==> src/rtl/m61_pkg.sv <==
// Shared types, constants and helpers for the Mersenne-61 field arithmetic unit.
`default_nettype none
package m61_pkg;

    // Field modulus p = 2^61 - 1 and element width.
    localparam int FIELD_W = 61;
    localparam logic [FIELD_W-1:0] FIELD_P = {FIELD_W{1'b1}};

    // Operand split for the partial-product multiplier.
    localparam int LO_W = 31;
    localparam int HI_W = FIELD_W - LO_W;
    localparam int PROD_W = 2 * FIELD_W;

    // Exponent p-2 is scanned from bit 59 down; bit 60 seeds the accumulator.
    localparam int EXP_CNT_W = 6;
    localparam logic [EXP_CNT_W-1:0] EXP_TOP = 6'd59;
    localparam logic [EXP_CNT_W-1:0] EXP_ZERO_BIT = 6'd1;

    // Default depth of the queue between front and back.
    localparam int QUEUE_DEPTH_DEF = 4;

    typedef logic [FIELD_W-1:0] elem_t;

    typedef enum logic [2:0] {
        OP_REDUCE = 3'd0,
        OP_ADD    = 3'd1,
        OP_SUB    = 3'd2,
        OP_MUL    = 3'd3,
        OP_DIV    = 3'd4
    } op_t;

    // One classified request held in the queue.
    typedef struct packed {
        op_t   op;
        elem_t a;
        elem_t b;
    } item_t;

    typedef enum logic [2:0] {
        ST_RUN,
        ST_SQ_ISSUE,
        ST_MUL_ISSUE,
        ST_WAIT,
        ST_FIN_ISSUE
    } seq_state_t;

    // Bring a value below 2p into the range 0..p-1.
    function automatic elem_t cond_sub_p(logic [FIELD_W:0] s);
        logic [FIELD_W:0] t;
        t = s;
        if (s >= {1'b0, FIELD_P})
        begin
            t = s - {1'b0, FIELD_P};
        end
        return t[FIELD_W-1:0];
    endfunction

endpackage
`default_nettype wire

==> src/rtl/m61_req_if.sv <==
// Request channel: operation code and two operands with valid/ready handshake.
`default_nettype none
interface m61_req_if;
    logic        valid;
    logic        ready;
    logic [2:0]  req_type;
    logic [63:0] operand_a;
    logic [60:0] operand_b;

    modport source (output valid, output req_type, output operand_a, output operand_b,
                    input ready);
    modport sink (input valid, input req_type, input operand_a, input operand_b,
                  output ready);
endinterface
`default_nettype wire

==> src/rtl/m61_front.sv <==
// Front end: accepts request beats, reduces the operands and classifies the operation.
`default_nettype none
module m61_front
    import m61_pkg::*;
(
    m61_req_if.sink req,
    input  logic    full,
    output logic    push,
    output item_t   item
);

    logic [FIELD_W:0] a_fold;

    // Accept whenever the queue has room.
    assign req.ready = !full;
    assign push      = req.valid && !full;

    // Fold the top three bits of operand a back onto the low 61 bits.
    assign a_fold = {1'b0, req.operand_a[FIELD_W-1:0]}
                  + {{(FIELD_W-2){1'b0}}, req.operand_a[63:FIELD_W]};

    always_comb
    begin
        item.a = cond_sub_p(a_fold);
        // The all-ones pattern equals p and reduces to zero.
        item.b = (req.operand_b == FIELD_P) ? '0 : req.operand_b;
        case (req.req_type)
            OP_ADD:  item.op = OP_ADD;
            OP_SUB:  item.op = OP_SUB;
            OP_MUL:  item.op = OP_MUL;
            OP_DIV:  item.op = OP_DIV;
            default: item.op = OP_REDUCE;
        endcase
    end

endmodule
`default_nettype wire

==> src/flat_wrapper.sv <==
// flat-port wrapper written by rule: the top's interface ports become plain ports
module m61_front_flat import m61_pkg::*;
  (full, push, item, req_valid, req_req_type, req_operand_a, req_operand_b, req_ready);
  m61_req_if req_i ();
  input  logic full;
  output logic push;
  output item_t item;
  input wire logic [$bits(req_i.valid)-1:0] req_valid;
  input wire logic [$bits(req_i.req_type)-1:0] req_req_type;
  input wire logic [$bits(req_i.operand_a)-1:0] req_operand_a;
  input wire logic [$bits(req_i.operand_b)-1:0] req_operand_b;
  output wire logic [$bits(req_i.ready)-1:0] req_ready;
  assign req_i.valid = req_valid;
  assign req_i.req_type = req_req_type;
  assign req_i.operand_a = req_operand_a;
  assign req_i.operand_b = req_operand_b;
  assign req_ready = req_i.ready;
  m61_front u_core (.req(req_i), .full(full), .push(push), .item(item));
endmodule
==> config.mk <==
export PLATFORM = sky130hd
export DESIGN_NAME = m61_front_flat
export DESIGN_NICKNAME = d
export VERILOG_FILES = /design/src/rtl/m61_pkg.sv /design/src/rtl/m61_req_if.sv /design/src/rtl/m61_front.sv /design/src/flat_wrapper.sv
export SDC_FILE = /design/constraint.sdc
export NUM_CORES = 1
export LEC_CHECK = 0
export BUFFER_PORTS_ARGS = -buffer_cell sky130_fd_sc_hd__buf_2
export CORE_AREA = 2 2 100 102
export DETAILED_ROUTE_END_ITERATION = 7
export DIE_AREA = 0 0 102 104
export GPL_TIMING_DRIVEN = 0
export PLACE_DENSITY = 0.82
export SETUP_SLACK_MARGIN = 0.3
export SYNTH_ARGS = -nofsm -noshare
export SYNTH_HDL_FRONTEND = slang
export SYNTH_SLANG_ARGS = --single-unit
export TNS_END_PERCENT = 1
==> constraint.sdc <==
create_clock -name vclk -period 4.7
set_clock_uncertainty 0.2 [all_clocks]
set_input_delay 0.47 -clock vclk [all_inputs]
set_output_delay 0.47 -clock vclk [all_outputs]
set_load 0.1 [all_outputs]
# Word level (Yosys, flattened, before mapping)
# Index checks and enable logic that the tools add are counted.
[classes]
add_sub_neg = 2
n_lt_le_gt_ge = 1
n_eq_ne = 5
mux = 3
n_reduce_logical = 2
[ops]
columns = ["op", "count"]
rows = [
  ["two-way mux 61 bit", 2],
  ["adder 61 x 3 -> 62 bit", 1],
  ["greater-or-equal comparator 62 x 61 -> 1 bit (second input constant)", 1],
  ["== test 61 bit (second input constant)", 1],
  ["subtractor 61 bit (second input constant)", 1],
  ["one-hot mux 3 bit (4 select lines)", 1],
  ["== test 3 x 2 -> 1 bit (second input constant)", 2],
  ["== test 3 x 1 -> 1 bit (second input constant)", 1],
  ["== test 3 bit (second input constant)", 1],
  ["logical AND 1 bit", 1],
  ["logical NOT 1 bit", 1],
]
[totals]
regBits = 0
in_bits = 130
out_inout_bits = 127
word_cells = 13

# Longest topological paths before layout
[depth]
ltp_word = 3
depth_mapped = 14

# Worst setup path before layout
# Ideal clock, no wire load.
[synth_timing]
path_kind = "input to output"
startpoint = "input port req_operand_a[0]"
endpoint = "output port item[63] (netlist name)"
t_arrival_ps = 5246
required_time_ps = 4030
setup_slack_ps = -1216
cell_stages = 13
cell_sequence = "ha_1 inv_1 fa_1 and2b_1 o21ai_2 or4_4 nor4_2 or3b_1 a21boi_0 mux2_2 o41ai_4 nand2_1 xnor2_1"
[synth_lines]
columns = ["item", "line", "rtl"]
rows = [
  ["from (decl)", "flat_wrapper.sv:10", "input wire logic [$bits(req_i.operand_a)-1:0] req_operand_a;"],
  ["to (decl)", "flat_wrapper.sv:7", "output item_t item;"],
]

==> metrics.md <==
| Metric | Value |
|---|---|
| Status | `finished with violations` |
| Violated checks | `setup timing` |
| Critical Path AT | `4.64 ns` |
| CP Max Fanout | `10` |
| DP Area | `0.00520 mm2` |
| RSZ-0062 raised after global routing | `true` |
| Synth area leader | `and2_1` |
| Layout cells sized above 1 | `51.5%` |
| Max frequency | `188 MHz` |
| Comb power frac | `100.0%` |
| Setup Viol. Count Final | `60` |
| Final setup TNS | `-27.65 ns` |
| Global-route wire length before repair | `31.0 mm` |
| DR vias | `6332` |
| Avg Inst Size Synth | `6.05 um2` |
| P_sw | `696 uW` |
| Final sequential cell count | `0` |
| Rel. slew slack | `48.6%` |
| Crit path kind | `input pin to primary output` |
| Internal | `272 uW` |
| Post-route ant nets | `0` |
| Clk_buf instances | `0` |
| Crit. End Element | `primary output` |
| Area Overhead vs Synth | `106%` |
| Fin crit period | `5.31 ns` |
| Peak supply drop | `0.166 mV` |
| # nets final | `982` |
| Max Cap Viol | `0` |
| Power Density | `140 mW/mm2` |
| Largest net degree at the start of global routing | `11` |
| Final Core Density | `72.2%` |
| Pins Over Slew Limit | `0` |
| Core box area | `0.00955 mm2` |
| Yosys warnings | `0` |
| Placed Instances | `939` |
| Storage element area | `0 um2` |
| Hold Buf Count CTS | `0` |
| IO Port Bufs | `253` |
| Net Sw Frac | `71.9%` |
| Die H | `104 um` |
| Synthesized Nets | `688` |
| Data required, critical path | `4.03 ns` |
| Final GP Congestion | `0.982` |
| Tightest Hold Check Type | `input pin to primary output` |
| Drt first-iter violations | `865` |
| Starting Density | `35.0%` |
| Largest cells by area after synthesis | `and2_1, xnor2_1, nand2_1, nand4_1, nor2_1` |
| Fillers | `652` |
| Die area | `0.0106 mm2` |
| Synth Instances | `553` |
| Vias in the first global route | `5774` |
| Critical path's largest stage delay | `0.77 ns` |
| Pre-CTS setup slack | `-1.18 ns` |
| Post-synth top area share | `12.2%` |
| Num ports | `257` |
| Post-DP HPWL | `13.9 mm` |
| Worst-path cell with the longest stage delay | `nor4_1` |
| Clock power frac | `0%` |
| Yosys cell types | `53` |
| Final Cell Area | `0.00689 mm2` |
| DRC | `0` |
| Rows | `36` |
| GRT Resource Usage Total | `36.7%` |
| Leakage | `3.07 nW` |
| Worst slew pin tran | `0.764 ns` |
| Area of the multi-input gates | `0.00391 mm2` |
| Die X-Extent | `102 um` |
| Routed wire length | `22.4 mm` |
| Worst setup SP type | `input pin` |
| WL per Instance | `22.9 um` |
| Sequential-to-total area share from yosys stat | `0%` |
| Total grt overflow | `0` |
| Final period utilization | `113%` |
| Number of iterations in the first detailed-routing pass | `6` |
| Sequential share of power | `0%` |
| Final cell count without fillers | `979` |
| Antenna violations before repair | `1` |
| Cell Area, Synth | `0.00335 mm2` |
| Vias/cell | `6.47` |
| CP cell instances | `buf_2 > nand3_1 > nor4_1 > nand4_1 > xnor2_1 > o21ai_0 > or4_4 > nor4b_4 > a21o_1 > nand3b_1 > buf_6 > o21ai_2 > buf_12` |
| Setup ws final | `-0.611 ns` |
| Final hold vios | `0` |
worst max-delay path, delay by kind of cell:
kind / cells / cell delay (ns)
and+or+nand+nor: 6 / 2.52
AOI/OAI and AO/OA: 3 / 0.55
buffers and inverters: 3 / 0.61
xor gates and xnor gates: 1 / 0.47
per-layer routing:
| layer | global-route usage, % | wire length, um |
|---|---|---|
| met1 | 45.6 | 7660 |
| met2 | 57.8 | 9840 |
| met3 | 9.07 | 2860 |
| met4 | 19.3 | 2010 |
| met5 | 0 | 0 |
area by class of cell:
class | instances | share of cell area (%)
Multi-Input combinational cell | 512 | 56.8
Timing Repair Buffer | 292 | 36.7
Buffer | 21 | 2.98
Tap cell | 133 | 2.41
Inverter | 20 | 1.09
Antenna cell | 1 | 0.0363
power by group through the flow:
| stage | sequential, mW | combinational (mW) | clock [mW] |
|---|---|---|---|
| after floorplan | 0 | 0.619 | 0 |
| after global placement | 0 | 0.788 | 0 |
| after detailed placement | 0 | 0.791 | 0 |
| after CTS | 0 | 0.919 | 0 |
| after global routing | 0 | 0.991 | 0.0000000284 |
| final | 0 | 0.967 | 0.0000000284 |
final timing paths:
check                    to  depth (start not counted)  slack, ns              start
hold / removal    item[124]                          3       1.15    req_req_type[1]
setup / recovery   item[76]                         13      -0.61  req_operand_a[28]
cells in the final DEF (no fill, tap or decap), types with 22 or more instances in the layout:
| cell | instances |
|---|---|
| nand4_1 | 41 |
| nand3_1 | 28 |
| o21ai_2 | 22 |
| buf_12 | 58 |
| xor2_1 | 26 |
| xnor2_1 | 30 |
| nor2_1 | 29 |
| buf_2 | 193 |
| nand2_1 | 61 |
| nor2_4 | 25 |
| and2_1 | 65 |
| buf_4 | 23 |
Yosys cell counts, types with 6 or more instances:
library cell  instances
a21oi_1              17
and2_1               65
and3_1               14
clkbuf_1             13
inv_1                20
nand2_1              70
nand3_1              31
nand4_1              41
nor2_1               64
nor2b_1               7
nor3_1               17
nor4_1               19
o21ai_0              31
or3_1                 6
xnor2_1              33
xor2_1               27
cell families after synthesis:
logic type      count (synthesis)  synth area share, %
simple gates                  373                 62.1
compound gates                 73                 14.3
xor+xnor                       60                 15.7
buf+inv                        41                 5.46
fa+ha+maj                       5                 2.09
mux                             1                0.337
through the flow:
stage / hold slack (ns) / total power [mW]
after floorplan: 1.07 / 0.619
after global placement: 1.14 / 0.788
after detailed placement: 1.14 / 0.791
after CTS: 1.14 / 0.919
after global routing: 1.16 / 0.991
final: 1.15 / 0.967
repair_timing:
action / in CTS / in global routing
buffers inserted: 25 / 11
pin swaps: 26 / 22
gates cloned: 3 / 0
setup endpoints to repair: 61 / 61
resized for setup: 307 / 43
Power figures use the tool's default switching activity.
