==> config.mk <==
export PLATFORM = sky130hd
export DESIGN_NAME = m61_fifo
export DESIGN_NICKNAME = d
export VERILOG_FILES = /design/src/rtl/m61_pkg.sv /design/src/rtl/m61_fifo.sv
export SDC_FILE = /design/constraint.sdc
export NUM_CORES = 1
export LEC_CHECK = 0
export BUFFER_PORTS_ARGS = -buffer_cell sky130_fd_sc_hd__buf_2
export CAP_MARGIN = 0
export CORE_AREA = 2 2 227 229
export CTS_BUF_LIST = sky130_fd_sc_hd__clkbuf_8
export DETAILED_ROUTE_END_ITERATION = 8
export DIE_AREA = 0 0 229 231
export SETUP_SLACK_MARGIN = 0.15
export SYNTH_ARGS = -nofsm -noshare
export SYNTH_HDL_FRONTEND = slang
export SYNTH_SLANG_ARGS = --single-unit
==> constraint.sdc <==
create_clock -name clk -period 10.05 [get_ports clk]
set_input_delay 0.5025 -clock clk [delete_from_list [all_inputs] [get_ports clk]]
set_output_delay 0.5025 -clock clk [all_outputs]
set_load 0.02 [all_outputs]
==> src/rtl/m61_pkg.sv <==
// Shared types, constants and helpers for the Mersenne-61 field arithmetic unit.
`default_nettype none
package m61_pkg;

    // Field modulus p = 2^61 - 1 and element width.
    localparam int FIELD_W = 61;
    localparam logic [FIELD_W-1:0] FIELD_P = {FIELD_W{1'b1}};

    // Operand split for the partial-product multiplier.
    localparam int LO_W = 31;
    localparam int HI_W = FIELD_W - LO_W;
    localparam int PROD_W = 2 * FIELD_W;

    // Exponent p-2 is scanned from bit 59 down; bit 60 seeds the accumulator.
    localparam int EXP_CNT_W = 6;
    localparam logic [EXP_CNT_W-1:0] EXP_TOP = 6'd59;
    localparam logic [EXP_CNT_W-1:0] EXP_ZERO_BIT = 6'd1;

    // Default depth of the queue between front and back.
    localparam int QUEUE_DEPTH_DEF = 4;

    typedef logic [FIELD_W-1:0] elem_t;

    typedef enum logic [2:0] {
        OP_REDUCE = 3'd0,
        OP_ADD    = 3'd1,
        OP_SUB    = 3'd2,
        OP_MUL    = 3'd3,
        OP_DIV    = 3'd4
    } op_t;

    // One classified request held in the queue.
    typedef struct packed {
        op_t   op;
        elem_t a;
        elem_t b;
    } item_t;

    typedef enum logic [2:0] {
        ST_RUN,
        ST_SQ_ISSUE,
        ST_MUL_ISSUE,
        ST_WAIT,
        ST_FIN_ISSUE
    } seq_state_t;

    // Bring a value below 2p into the range 0..p-1.
    function automatic elem_t cond_sub_p(logic [FIELD_W:0] s);
        logic [FIELD_W:0] t;
        t = s;
        if (s >= {1'b0, FIELD_P})
        begin
            t = s - {1'b0, FIELD_P};
        end
        return t[FIELD_W-1:0];
    endfunction

endpackage
`default_nettype wire

==> src/rtl/m61_fifo.sv <==
// Short queue of classified requests between the front end and the execution back end.
`default_nettype none
module m61_fifo
    import m61_pkg::*;
#(
    parameter int DEPTH = QUEUE_DEPTH_DEF
)
(
    input  logic  clk,
    input  logic  rst_n,
    input  logic  push,
    input  item_t push_item,
    output logic  full,
    input  logic  pop,
    output logic  head_valid,
    output item_t head_item
);

    localparam int PTR_W = (DEPTH > 1) ? $clog2(DEPTH) : 1;
    localparam int CNT_W = $clog2(DEPTH + 1);

    item_t              mem_reg [DEPTH];
    logic [PTR_W-1:0]   wr_ptr_reg;
    logic [PTR_W-1:0]   rd_ptr_reg;
    logic [CNT_W-1:0]   cnt_reg;
    logic [PTR_W-1:0]   wr_ptr_next;
    logic [PTR_W-1:0]   rd_ptr_next;
    logic [CNT_W-1:0]   cnt_next;
    logic               do_push;
    logic               do_pop;

    assign full       = (cnt_reg == CNT_W'(DEPTH));
    assign head_valid = (cnt_reg != '0);
    assign head_item  = mem_reg[rd_ptr_reg];
    assign do_push    = push && !full;
    assign do_pop     = pop && head_valid;

    // Pointer and count bookkeeping.
    always_comb
    begin
        wr_ptr_next = wr_ptr_reg;
        rd_ptr_next = rd_ptr_reg;
        cnt_next    = cnt_reg;
        if (do_push)
        begin
            wr_ptr_next = (wr_ptr_reg == PTR_W'(DEPTH - 1)) ? '0 : wr_ptr_reg + 1'b1;
        end
        if (do_pop)
        begin
            rd_ptr_next = (rd_ptr_reg == PTR_W'(DEPTH - 1)) ? '0 : rd_ptr_reg + 1'b1;
        end
        if (do_push && !do_pop)
        begin
            cnt_next = cnt_reg + 1'b1;
        end
        else if (do_pop && !do_push)
        begin
            cnt_next = cnt_reg - 1'b1;
        end
    end

    always_ff @(posedge clk or negedge rst_n)
    begin
        if (!rst_n)
        begin
            wr_ptr_reg <= '0;
            rd_ptr_reg <= '0;
            cnt_reg    <= '0;
        end
        else
        begin
            wr_ptr_reg <= wr_ptr_next;
            rd_ptr_reg <= rd_ptr_next;
            cnt_reg    <= cnt_next;
        end
    end

    // Entry storage.
    always_ff @(posedge clk)
    begin
        if (do_push)
        begin
            mem_reg[wr_ptr_reg] <= push_item;
        end
    end

endmodule
`default_nettype wire

* After elaboration in Yosys (flattened, before gate mapping)
Memory sizes are Yosys's and may differ from the RTL's.
Cells that the tools add are included.
** Cells by class
- Add/subtract/negate cells :: 4
- Reductions and logical operators :: 9
- Eq/ne operators :: 3
- Multiplexer cells :: 6
** Operator list (count)
- 3-bit two-way mux :: 2
- 2-bit by 1-bit adder with 2-bit output (second input constant) :: 2
- 2-bit == test (second input constant) :: 2
- 1-bit logical AND :: 4
- 2-bit two-way mux :: 2
- 3-bit by 1-bit adder with 3-bit output (second input constant) :: 1
- 3-bit == test (second input constant) :: 1
- 1-bit zero test :: 3
- 3-bit nonzero test :: 1
- 3-bit by 1-bit subtractor with 3-bit output (second input constant) :: 1
- 1-bit two-way mux :: 2
- 2-bit nonzero test :: 1
** Word-level totals
- Memories kept :: 1
- Register bits after elaboration :: 7
- Bits in writable memories :: 500
** Memory list
- mem_reg :: depth 4, width 125, read ports 1, clocked after Yosys merged registers in 0, wr ports 1, RTL line m61_fifo.sv:22 : item_t mem_reg [DEPTH];

* Depth between registers and ports, before layout
Gate-level depths: netlist of the first run.
- Depth in word-level cells :: 7
- Mapped depth :: 8
- Gate-level depth less buffers :: 8

* Least setup slack after synthesis of the first run
No wires, ideal clock.
- Path type :: register to register
- From :: register wr_ptr_reg[0]
- To :: memory mem_reg[3][0] (netlist name) (enable)
- Slack :: 3591 ps
- Required time :: 9437 ps
- Period minus slack after synthesis :: 6459 ps
- Library setup time :: 613 ps
- Arrival time :: 5845 ps
- Cell stages (with the launch flop) :: 4
- Path through :: dfrtp_1 > ha_1 > nand2_1 > nor2_1
** RTL lines
- start: declaration :: RTL line m61_fifo.sv:23 : logic [PTR_W-1:0] wr_ptr_reg;
- start signal: assignment :: RTL line m61_fifo.sv:72 : wr_ptr_reg <= wr_ptr_next;
- end: declaration :: RTL line m61_fifo.sv:22
Straight into the memory's write port.

==> results.json, run 1 <==
{
  "worstSetupStartpointType": "register",
  "leakagePower_nw": 7.702,
  "fin_tns_setup_ns": 0,
  "finalCriticalPeriod_ns": 3.934,
  "criticalPathCategory": "register to output pin",
  "cts_root_buf": "clkbuf_8",
  "netlist_area_um2": 18430,
  "fin_crit_sh_pct": 39.14,
  "muxShareOfSynthArea_pct": 15.58,
  "syn-instance-count": 690,
  "vias": 8463,
  "dp_slack_ns": 6.530,
  "n_fill_cell": 4415,
  "nets": 1199,
  "multi_input_area_um2": 3074,
  "yosys.area_share.simple_pct": 0.3599,
  "largest_register_ffs": 500,
  "regArea_um2": 15200,
  "synth_fa_ha_area_share_pct": 0.5161,
  "report.final.setup_viol": 0,
  "num_io_pins": 256,
  "die_area_um2": 52900,
  "drt_iter0_markers": 525,
  "grt_pass1_wl_um": 54970,
  "ys_ff_latch": 507,
  "reg2reg_slack_ns": 6.66,
  "grt_pass1_vias": 9453,
  "worstSetupEndpointType": "output pin",
  "finalClockSkew_ns": 0.02727,
  "gp_congestion": 0.6800,
  "design_area_um2": 22500,
  "drt-pass1-iter-count": 4,
  "synth_xor_xnor_area_share_pct": 0.1426,
  "ys.flop_type": "edfxtp_1",
  "cts_made_buffers": 84,
  "ys_seq_area_share_pct": 82.44,
  "initial_utilization_pct": 36.36,
  "drcViolationCount": 0,
  "worstPathArrival_ns": 3.43,
  "die_y_um": 231,
  "clk_pin_slew_ns": 0.06,
  "numClockSinks": 507,
  "post_cts_resized": 0,
  "hold_ws_ns": 0.08717,
  "async_flop_share_pct": 1.381,
  "synth_compound_area_share_pct": 0,
  "drive_gt1_share_pct": 44.88,
  "dpl_cell_area_um2": 20510,
  "synth_top_family_by_area": "multiplexers",
  "insertion_delay_ns": 0.64,
  "synth_edf_count": 500,
  "slew_viol_final": 0,
  "port_buffers": 255,
  "hpwl_um": 20760,
  "ant_nets": 0,
  "grt-ovfl-total": 0,
  "antenna_found_initial": 4,
  "hold_violations": 0,
  "setup_ws_ns": 6.116,
  "synth_cell_types": 20,
  "irDropWorstVdd_uv": 243.7,
  "power.density_nw_per_um2": 296.1,
  "fmax_mhz": 254.2,
  "ctsLongestPathBuffers": 3,
  "slew_headroom_pct": 32.16,
  "status": "finished, final reports clean",
  "yosys_warnings": 0,
  "crit_required_ns": 9.55,
  "total_power_mw": 6.661,
  "syn_nets": 826,
  "routed_wirelength_um": 36430,
  "num_rows": 83,
  "crit_fanout": 46,
  "maxCapViolCount": 0,
  "area_growth_pct": 22.09,
  "tritoncts": "built",
  "tightest_slew_ns": 1.018,
  "fp.coreArea_um2": 50680,
  "avgSynthCellArea_um2": 26.70,
  "vias_per_cell": 4.691,
  "grt_setup_unrepaired": "no",
  "wl_per_cell_um": 20.20,
  "final_common_cell": "edfxtp_1",
  "final_cell_mix": "edfxtp_1, buf_2, mux4_2, clkbuf_8, dlygate4sd3_1",
  "cts-htree-levels": 3,
  "grt_max_degree": 65,
  "grt_usage_pct": 13.90,
  "hp-class": "input pin to register",
  "die_width_um": 229
}
==> worst paths after layout <==
path | from | to | cells past startpoint
worst max-delay path | rd_ptr_reg[0] | head_item[78] | 3
worst min-delay path | push_item[109] | mem_reg[1][109] | 1
worst max register to register | cnt_reg[2] | mem_reg[1][14] | 5
worst min register to register | cnt_reg[2] | cnt_reg[2] | 1
max in group asynchronous | rst_n | rd_ptr_reg[0] | 2
min in group asynchronous | rst_n | cnt_reg[0] | 2
==> cell families after synthesis <==
family,after synthesis
XOR/XNOR,3
adder cells (fa/ha/maj),7
multiplexers,130
AND/OR/NAND/NOR,12
flip-flops,507
buffers and inverters,31
==> timing repair <==
action / 4_1_cts / 5_1_grt
hold buffers: 47 / 0
setup buffers: 0 / 0
endpoints found under the setup margin: 0 / 0
hold endpoints to repair: 166 / 0
==> final cells by class <==
cell class              instances  area share [%]
flip-flops and latches        507           67.56
repair buffers                315           8.198
clock buffers                  86           5.262
clock inverters                60           1.474
multi-input cells             152           13.67
well taps                     680           3.782
inverters                       3         0.05006
diodes                          1         0.01112
==> cell usage after synthesis, types with 2 or more instances <==
master    number  area [um^2]
clkbuf_1       7        26.28
buf_2         15        75.07
edfxtp_1     500        15010
inv_1          3        11.26
nor2_1         4        15.01
buf_6          5        56.30
xor2_1         2        17.52
ha_1           6        75.07
nand2_1        2        7.510
and2_1         3        18.77
mux4_2       125         2815
dfrtp_1        7        175.2
mux2_2         4        45.04
==> where the power goes <==
part	internal, mW	switching [mW]	leakage [nW]
Clock	0.868	0.772	0.859
Combinational	0.836	1.25	2.18
Sequential	2.79	0.137	4.66
Total	4.50	2.16	7.70
==> metrics by stage <==
| step | std cells | utilization (%) |
|---|---|---|
| floorplan | 690 | - |
| global placement | 1610 | 40.47 |
| detailed placement | 1610 | 40.47 |
| CTS | 1803 | 44.38 |
| global route | 1804 | 44.39 |
| finish | 1804 | 44.39 |
==> metal layers <==
layer | GRT usage [%] | vias up | wire length, um
met5 | 0 | - | 11
li1 | - | 3753 | -
met2 | 22.85 | 229 | 18070
met4 | 5.864 | 2 | 744
met1 | 17.30 | 4426 | 15450
met3 | 3.990 | 53 | 2159
==> worst max-delay path, cell delays in order, from the launching register on <==
cell,delay (ns)
dfrtp_4,1.03
buf_4,0.87
mux4_2,0.62
buf_2,0.18
No activity file was read; power rests on OpenSTA's default activity.
==> run 2: changes to the inputs <==
--- a/config.mk
+++ b/config.mk
@@ -5,12 +5,13 @@
 export SDC_FILE = /design/constraint.sdc
 export NUM_CORES = 1
 export LEC_CHECK = 0
+export ABC_AREA = 1
 export BUFFER_PORTS_ARGS = -buffer_cell sky130_fd_sc_hd__buf_2
 export CAP_MARGIN = 0
-export CORE_AREA = 2 2 227 229
+export CORE_AREA = 2 2 239 241
 export CTS_BUF_LIST = sky130_fd_sc_hd__clkbuf_8
 export DETAILED_ROUTE_END_ITERATION = 8
-export DIE_AREA = 0 0 229 231
+export DIE_AREA = 0 0 241 243
 export SETUP_SLACK_MARGIN = 0.15
 export SYNTH_ARGS = -nofsm -noshare
 export SYNTH_HDL_FRONTEND = slang
==> constraint.sdc (replaced) <==
create_clock -name clk -period 3.9 [get_ports clk]
set_input_delay 0.195 -clock clk [delete_from_list [all_inputs] [get_ports clk]]
set_output_delay 0.195 -clock clk [all_outputs]
set_load 0.02 [all_outputs]
==> run 2 against run 1 <==
  * Highest routed layer unchanged
  * Global-route usage rose by 0.94 points
  * Die area rose by 11%
  * Routed wire length rose by 20%
  * Setup slack got worse by 5.0 ns
  * Total power rose to 2.8 times the previous value
  * Utilization rose by 0.59 points
  * Clock skew fell by 0.011 ns
  * Critical endpoint is now head_item[88]
  * Via count rose by 47%
  * First-iteration DRC count fell by 3.8%
  * Critical path depth rose by 1
==> results.json, run 2 <==
{
  "worstPathArrival_ns": 2.62,
  "hpwl_um": 23330,
  "total_power_mw": 18.66,
  "report.final.setup_viol": 0,
  "placedCellCount": 2467,
  "slew_viol_final": 0,
  "tritoncts": "built",
  "final_cell_mix": "edfxtp_1, nand2_1, inv_1, buf_2, o211ai_1",
  "ys_ff_latch": 507,
  "synth_top_area_cell": "edfxtp_1",
  "yosys_warnings": 0,
  "drt_iter0_markers": 505,
  "grt_setup_unrepaired": "no",
  "nets": 2067,
  "ctsLongestPathBuffers": 3,
  "final_common_cell": "edfxtp_1",
  "fin_util_pct": 44.98,
  "num_io_pins": 256,
  "crit_fanout": 68,
  "tightest_slew_ns": 0.9437,
  "insertion_delay_ns": 0.65,
  "hold_violations": 0,
  "cts_root_buf": "clkbuf_8",
  "fin_crit_sh_pct": 72.20,
  "yosys-top-cells-count": "edfxtp_1, nand2_1, inv_1",
  "synth_edf_count": 500,
  "ant_nets": 0,
  "cts-htree-levels": 3,
  "r2r_start": "cnt_reg[0]",
  "finalCriticalPeriod_ns": 2.816,
  "die_y_um": 243,
  "grt_pass1_vias": 12280,
  "fin_tns_setup_ns": 0,
  "fp.coreArea_um2": 55950,
  "power.density_nw_per_um2": 741.6,
  "avgSynthCellArea_um2": 13.47,
  "port_buffers": 255,
  "gp_congestion": 0.6995,
  "die_area_um2": 58560,
  "maxCapViolCount": 0,
  "post_cts_resized": 0,
  "numClockSinks": 507,
  "routed_wirelength_um": 43600,
  "syn-instance-count": 1518,
  "hp-start": "push_item[116]",
  "area_growth_pct": 23.05,
  "grt-ovfl-total": 0,
  "n_fill_cell": 5080,
  "initial_utilization_pct": 36.55,
  "leakagePower_nw": 9.995,
  "wl_per_cell_um": 15.88,
  "slew_headroom_pct": 37.09,
  "largest_register_ffs": 500,
  "clk_pin_slew_ns": 0.06,
  "grt_usage_pct": 14.84,
  "diodes": 0,
  "hold_ws_ns": 0.2883,
  "criticalPathCategory": "register to output pin",
  "synth_cell_types": 17,
  "fmax_mhz": 355.2,
  "grt_pass1_wl_um": 66910,
  "netlist_area_um2": 20450,
  "drt-pass1-iter-count": 5,
  "critPathLaunch": "rd_ptr_reg[0]",
  "worstSetupEndpointType": "output pin",
  "cts_made_buffers": 89,
  "drive_gt1_share_pct": 19.55,
  "status": "finished, final reports clean",
  "synth_most_common_cell": "edfxtp_1",
  "num_rows": 87,
  "worstSetupStartpointType": "register",
  "vias": 12420,
  "crit_required_ns": 3.70,
  "hp-class": "input pin to register",
  "irDropWorstVdd_uv": 574.4,
  "vias_per_cell": 4.523,
  "antenna_found_initial": 3,
  "ys_seq_area_share_pct": 74.27,
  "die_width_um": 241,
  "fin_cells": 2746,
  "finalClockSkew_ns": 0.01599,
  "grt_max_degree": 128,
  "syn_nets": 1654,
  "ys.flop_type": "edfxtp_1",
  "synth_top_area_share_pct": 73.41,
  "async_flop_share_pct": 1.381,
  "synth_area_leaders": "edfxtp_1, o211ai_1, nand2_1",
  "drcViolationCount": 0
}
-- run 2: cell types whose count changed in the layout (fill, tap and decap cells not counted), moves of 4 or more --
cell,delta
o211ai_1,+250
inv_1,+260
buf_12,+14
nand2_1,+388
mux4_2,-125
buf_4,-6
nand3_1,+7
mux2_2,-4
clkbuf_8,+6
dlygate4sd3_1,+82
-- run 2: area by class of cell --
class                      count  area (um^2)  share of cell area [%]
sequential                   507        15200                   60.39
multi-input combinational    663         3543                   14.08
timing repair buffer         405         2900                   11.52
clock buffer                  92         1266                   5.031
inverter                     265        997.2                   3.962
tap                          756        945.9                   3.759
clock inverter                58        316.6                   1.258
-- run 2: critical path: stages (launching register included) --
cell      delay, ns
dfrtp_4        1.04
buf_4          0.42
o211ai_1       0.14
nand2_1        0.12
buf_2          0.20
-- run 2: layer usage --
metal / track usage (%) / wire (um)
met2: 24.51 / 20970
met1: 18.36 / 18680
met5: 0 / 42
met3: 4.344 / 3024
met4: 5.519 / 878
-- run 2: path summary, 6_finish.rpt --
kind,end,slack [ns],cells past startpoint
min,mem_reg[1][116],0.29,2
min in group asynchronous,rd_ptr_reg[0],0.51,3
max in group asynchronous,rd_ptr_reg[1],3.11,3
min reg2reg,cnt_reg[2],0.51,2
max,head_item[88],1.08,4
max reg2reg,mem_reg[2][73],1.57,5
-- run 2: repair_timing --
action | CTS | global route
buffers inserted | 0 | 0
hold endpoints to repair | 511 | 0
hold buffers | 129 | 0
-- run 2: per-stage QoR --
| stage | cell area, um^2 | setup slack [ns] |
|---|---|---|
| global placement | 22290 | 1.661 |
| global route | 25170 | 0.8710 |
| finish | 25170 | 1.084 |
| detailed placement | 22290 | 1.644 |
| floorplan | 20460 | -0.5655 |
| CTS | 25170 | 0.9995 |
-- run 2: report_power, final --
part / switching [mW] / internal [mW] / total (mW)
clock network: 2.07 / 2.36 / 4.43
logic: 4.65 / 2.07 / 6.72
registers: 0.357 / 7.16 / 7.51
-- run 2: cells by family after synthesis --
| kind of cell | after synthesis | share of synthesized area [%] |
|---|---|---|
| DFF | 507 | 74.27 |
| and+or+nand+nor | 404 | 7.470 |
| buffers and inverters | 348 | 8.553 |
| AOI/OAI and AO/OA | 251 | 9.201 |
| adders and majority gates | 7 | 0.4649 |
| xor gates and xnor gates | 1 | 0.04283 |
==> run 3: changes to the inputs <==
==> constraint.sdc (replaced) <==
create_clock -name clk -period 2.91 [get_ports clk]
set_input_delay 0.1455 -clock clk [delete_from_list [all_inputs] [get_ports clk]]
set_output_delay 0.1455 -clock clk [all_outputs]
set_load 0.02 [all_outputs]
==> run 3 against run 2 <==
  * Routed wire length increased by 1.2%
  * Register-to-register slack got worse by 0.54 ns
  * Sequential power increased by 33%
  * Cell count increased by 0.36%
  * Total power increased by 34%
  * Combinational power increased by 36%
  * Die area unchanged
  * Clock skew increased by 0.0063 ns
  * Critical path type unchanged
  * Largest cell class unchanged
  * Largest power group unchanged
  * Highest routed layer unchanged
==> results.json, run 3 (synthesis results as in run 2) <==
{
  "vias": 12570,
  "ant_nets": 0,
  "grt_pass1_wl_um": 69010,
  "tightest_slew_ns": 0.6094,
  "leakagePower_nw": 10.04,
  "slew_headroom_pct": 59.37,
  "grt_setup_unrepaired": "no",
  "largest_register_ffs": 500,
  "irDropWorstVdd_uv": 621.0,
  "criticalPathCategory": "register to output pin",
  "hold_violations": 0,
  "worstPathArrival_ns": 2.45,
  "drt_iter0_markers": 716,
  "p_int_mw": 15.46,
  "cts_root_buf": "clkbuf_8",
  "die_y_um": 243,
  "swShare_pct": 38.02,
  "nets": 2068,
  "grt_max_degree": 99,
  "hp-start": "push_item[119]",
  "cts_made_buffers": 86,
  "fin_crit_sh_pct": 89.10,
  "drive_gt1_share_pct": 19.78,
  "reg2reg_slack_ns": 1.03,
  "numClockSinks": 507,
  "final_common_cell": "edfxtp_1",
  "insertion_delay_ns": 0.63,
  "p_sw_mw": 9.481,
  "num_io_pins": 256,
  "cts-htree-levels": 3,
  "maxCapViolCount": 0,
  "slew_viol_final": 0,
  "reg2reg_depth": 9,
  "die_area_um2": 58560,
  "dpl_cell_area_um2": 22360,
  "worstSetupEndpointType": "output pin",
  "die_width_um": 241,
  "crit_required_ns": 2.76,
  "initial_utilization_pct": 36.55,
  "r2r_start": "cnt_reg[0]",
  "finalCriticalPeriod_ns": 2.593,
  "tritoncts": "built",
  "status": "finished, final reports clean",
  "drt-pass1-iter-count": 5,
  "ctsLongestPathBuffers": 3,
  "gp_congestion": 0.7479,
  "grt_pass1_vias": 12630,
  "worstSetupStartpointType": "register",
  "grt-ovfl-total": 0,
  "fp.coreArea_um2": 55950,
  "seqPwrFrac_pct": 40.0,
  "cts_setup_buffers": 0,
  "r2r_end": "cnt_reg[1]",
  "area_growth_pct": 23.36,
  "design_area_um2": 25230,
  "antenna_found_initial": 4,
  "endpoint": "head_item[82]",
  "grt_usage_pct": 15.14,
  "p_comb_share_pct": 36.7,
  "fmax_mhz": 385.7,
  "pwr-share-clk_pct": 23.3,
  "crit_fanout": 63,
  "routed_wirelength_um": 44110,
  "port_buffers": 255,
  "drcViolationCount": 0,
  "critPathLaunch": "rd_ptr_reg[1]",
  "total_power_mw": 24.94,
  "report.final.setup_viol": 0,
  "clk_pin_slew_ns": 0.06,
  "vias_per_cell": 4.560,
  "hpwl_um": 25040,
  "power.density_nw_per_um2": 988.5,
  "finalClockSkew_ns": 0.02225,
  "final_cell_mix": "edfxtp_1, nand2_1, inv_1, buf_2, o211ai_1",
  "hp-class": "input pin to register",
  "num_rows": 87,
  "wl_per_cell_um": 16.01
}
[run 3: cell types whose count changed in the layout (fill, tap and decap cells not counted), moves of 2 or more]
cell / previous run / this run
inv_1: 289 / 296
clkbuf_8: 92 / 88
clkinv_1: 19 / 15
diode_2: 0 / 3
buf_4: 7 / 9
clkinv_2: 9 / 11
clkinvlp_4: 1 / 3
[run 3: worst min-delay path by stage]
stage | slack, ns | cells after the start | end
after floorplan | -0.15 | 0 | cnt_reg[0]
after global placement | -0.01 | 1 | wr_ptr_reg[0]
after detailed placement | -0.005 | 1 | wr_ptr_reg[0]
after CTS | 0.17 | 2 | mem_reg[1][8]
after global routing | 0.21 | 2 | mem_reg[3][119]
final | 0.27 | 2 | mem_reg[2][119]
[run 3: through the flow]
step | hold WS [ns] | utilization, % | cells | setup slack (ns) | setup TNS [ns]
floorplan | -0.1501 | - | 1518 | -0.05631 | -20.59
global placement | -0.01165 | 39.96 | 2471 | 0.9883 | 0
detailed placement | -0.005136 | 39.96 | 2471 | 0.9815 | 0
CTS | 0.1677 | 45.07 | 2753 | 0.1954 | 0
global route | 0.2084 | 45.09 | 2756 | 0.1664 | 0
finish | 0.2653 | 45.09 | 2756 | 0.3172 | 0
[run 3: repair_timing]
item,CTS,global route
resized for setup,0,1
hold buffers,129,0
endpoints found under the setup margin,0,1
endpoints found under the hold margin,512,0
[run 3: power by group through the flow]
stage	Combinational, mW	Sequential, mW	Clock (mW)
CTS	9.35	9.99	6.01
global route	10.1	10.1	6.33
finish	9.16	9.98	5.80
detailed placement	9.18	10.1	0
global placement	9.08	10.1	0
floorplan	6.61	10.0	0
[run 3: final cells by class]
cell class,count,area (um^2)
diodes,3,7.507
clock buffers,88,1211
clock inverters,65,352.8
fillers,5065,30720
inverters,265,997.2
multi-input cells,663,3556
flip-flops and latches,507,15200
well taps,756,945.9
repair buffers,409,2963
[run 3: critical path, stage by stage, from the launching register on]
cell and delay, ns:
dfrtp_4 0.63, inv_4 0.29, buf_16 0.30, o211ai_1 0.17, nand2_1 0.14, buf_2 0.18
[run 3: layer usage]
layer | routed length [um] | vias up | global-route usage [%]
li1 | - | 6131 | -
met1 | 19720 | 5975 | 20.27
met2 | 20580 | 388 | 23.86
met3 | 2976 | 70 | 4.083
met4 | 823 | 2 | 4.993
met5 | 13 | - | 0
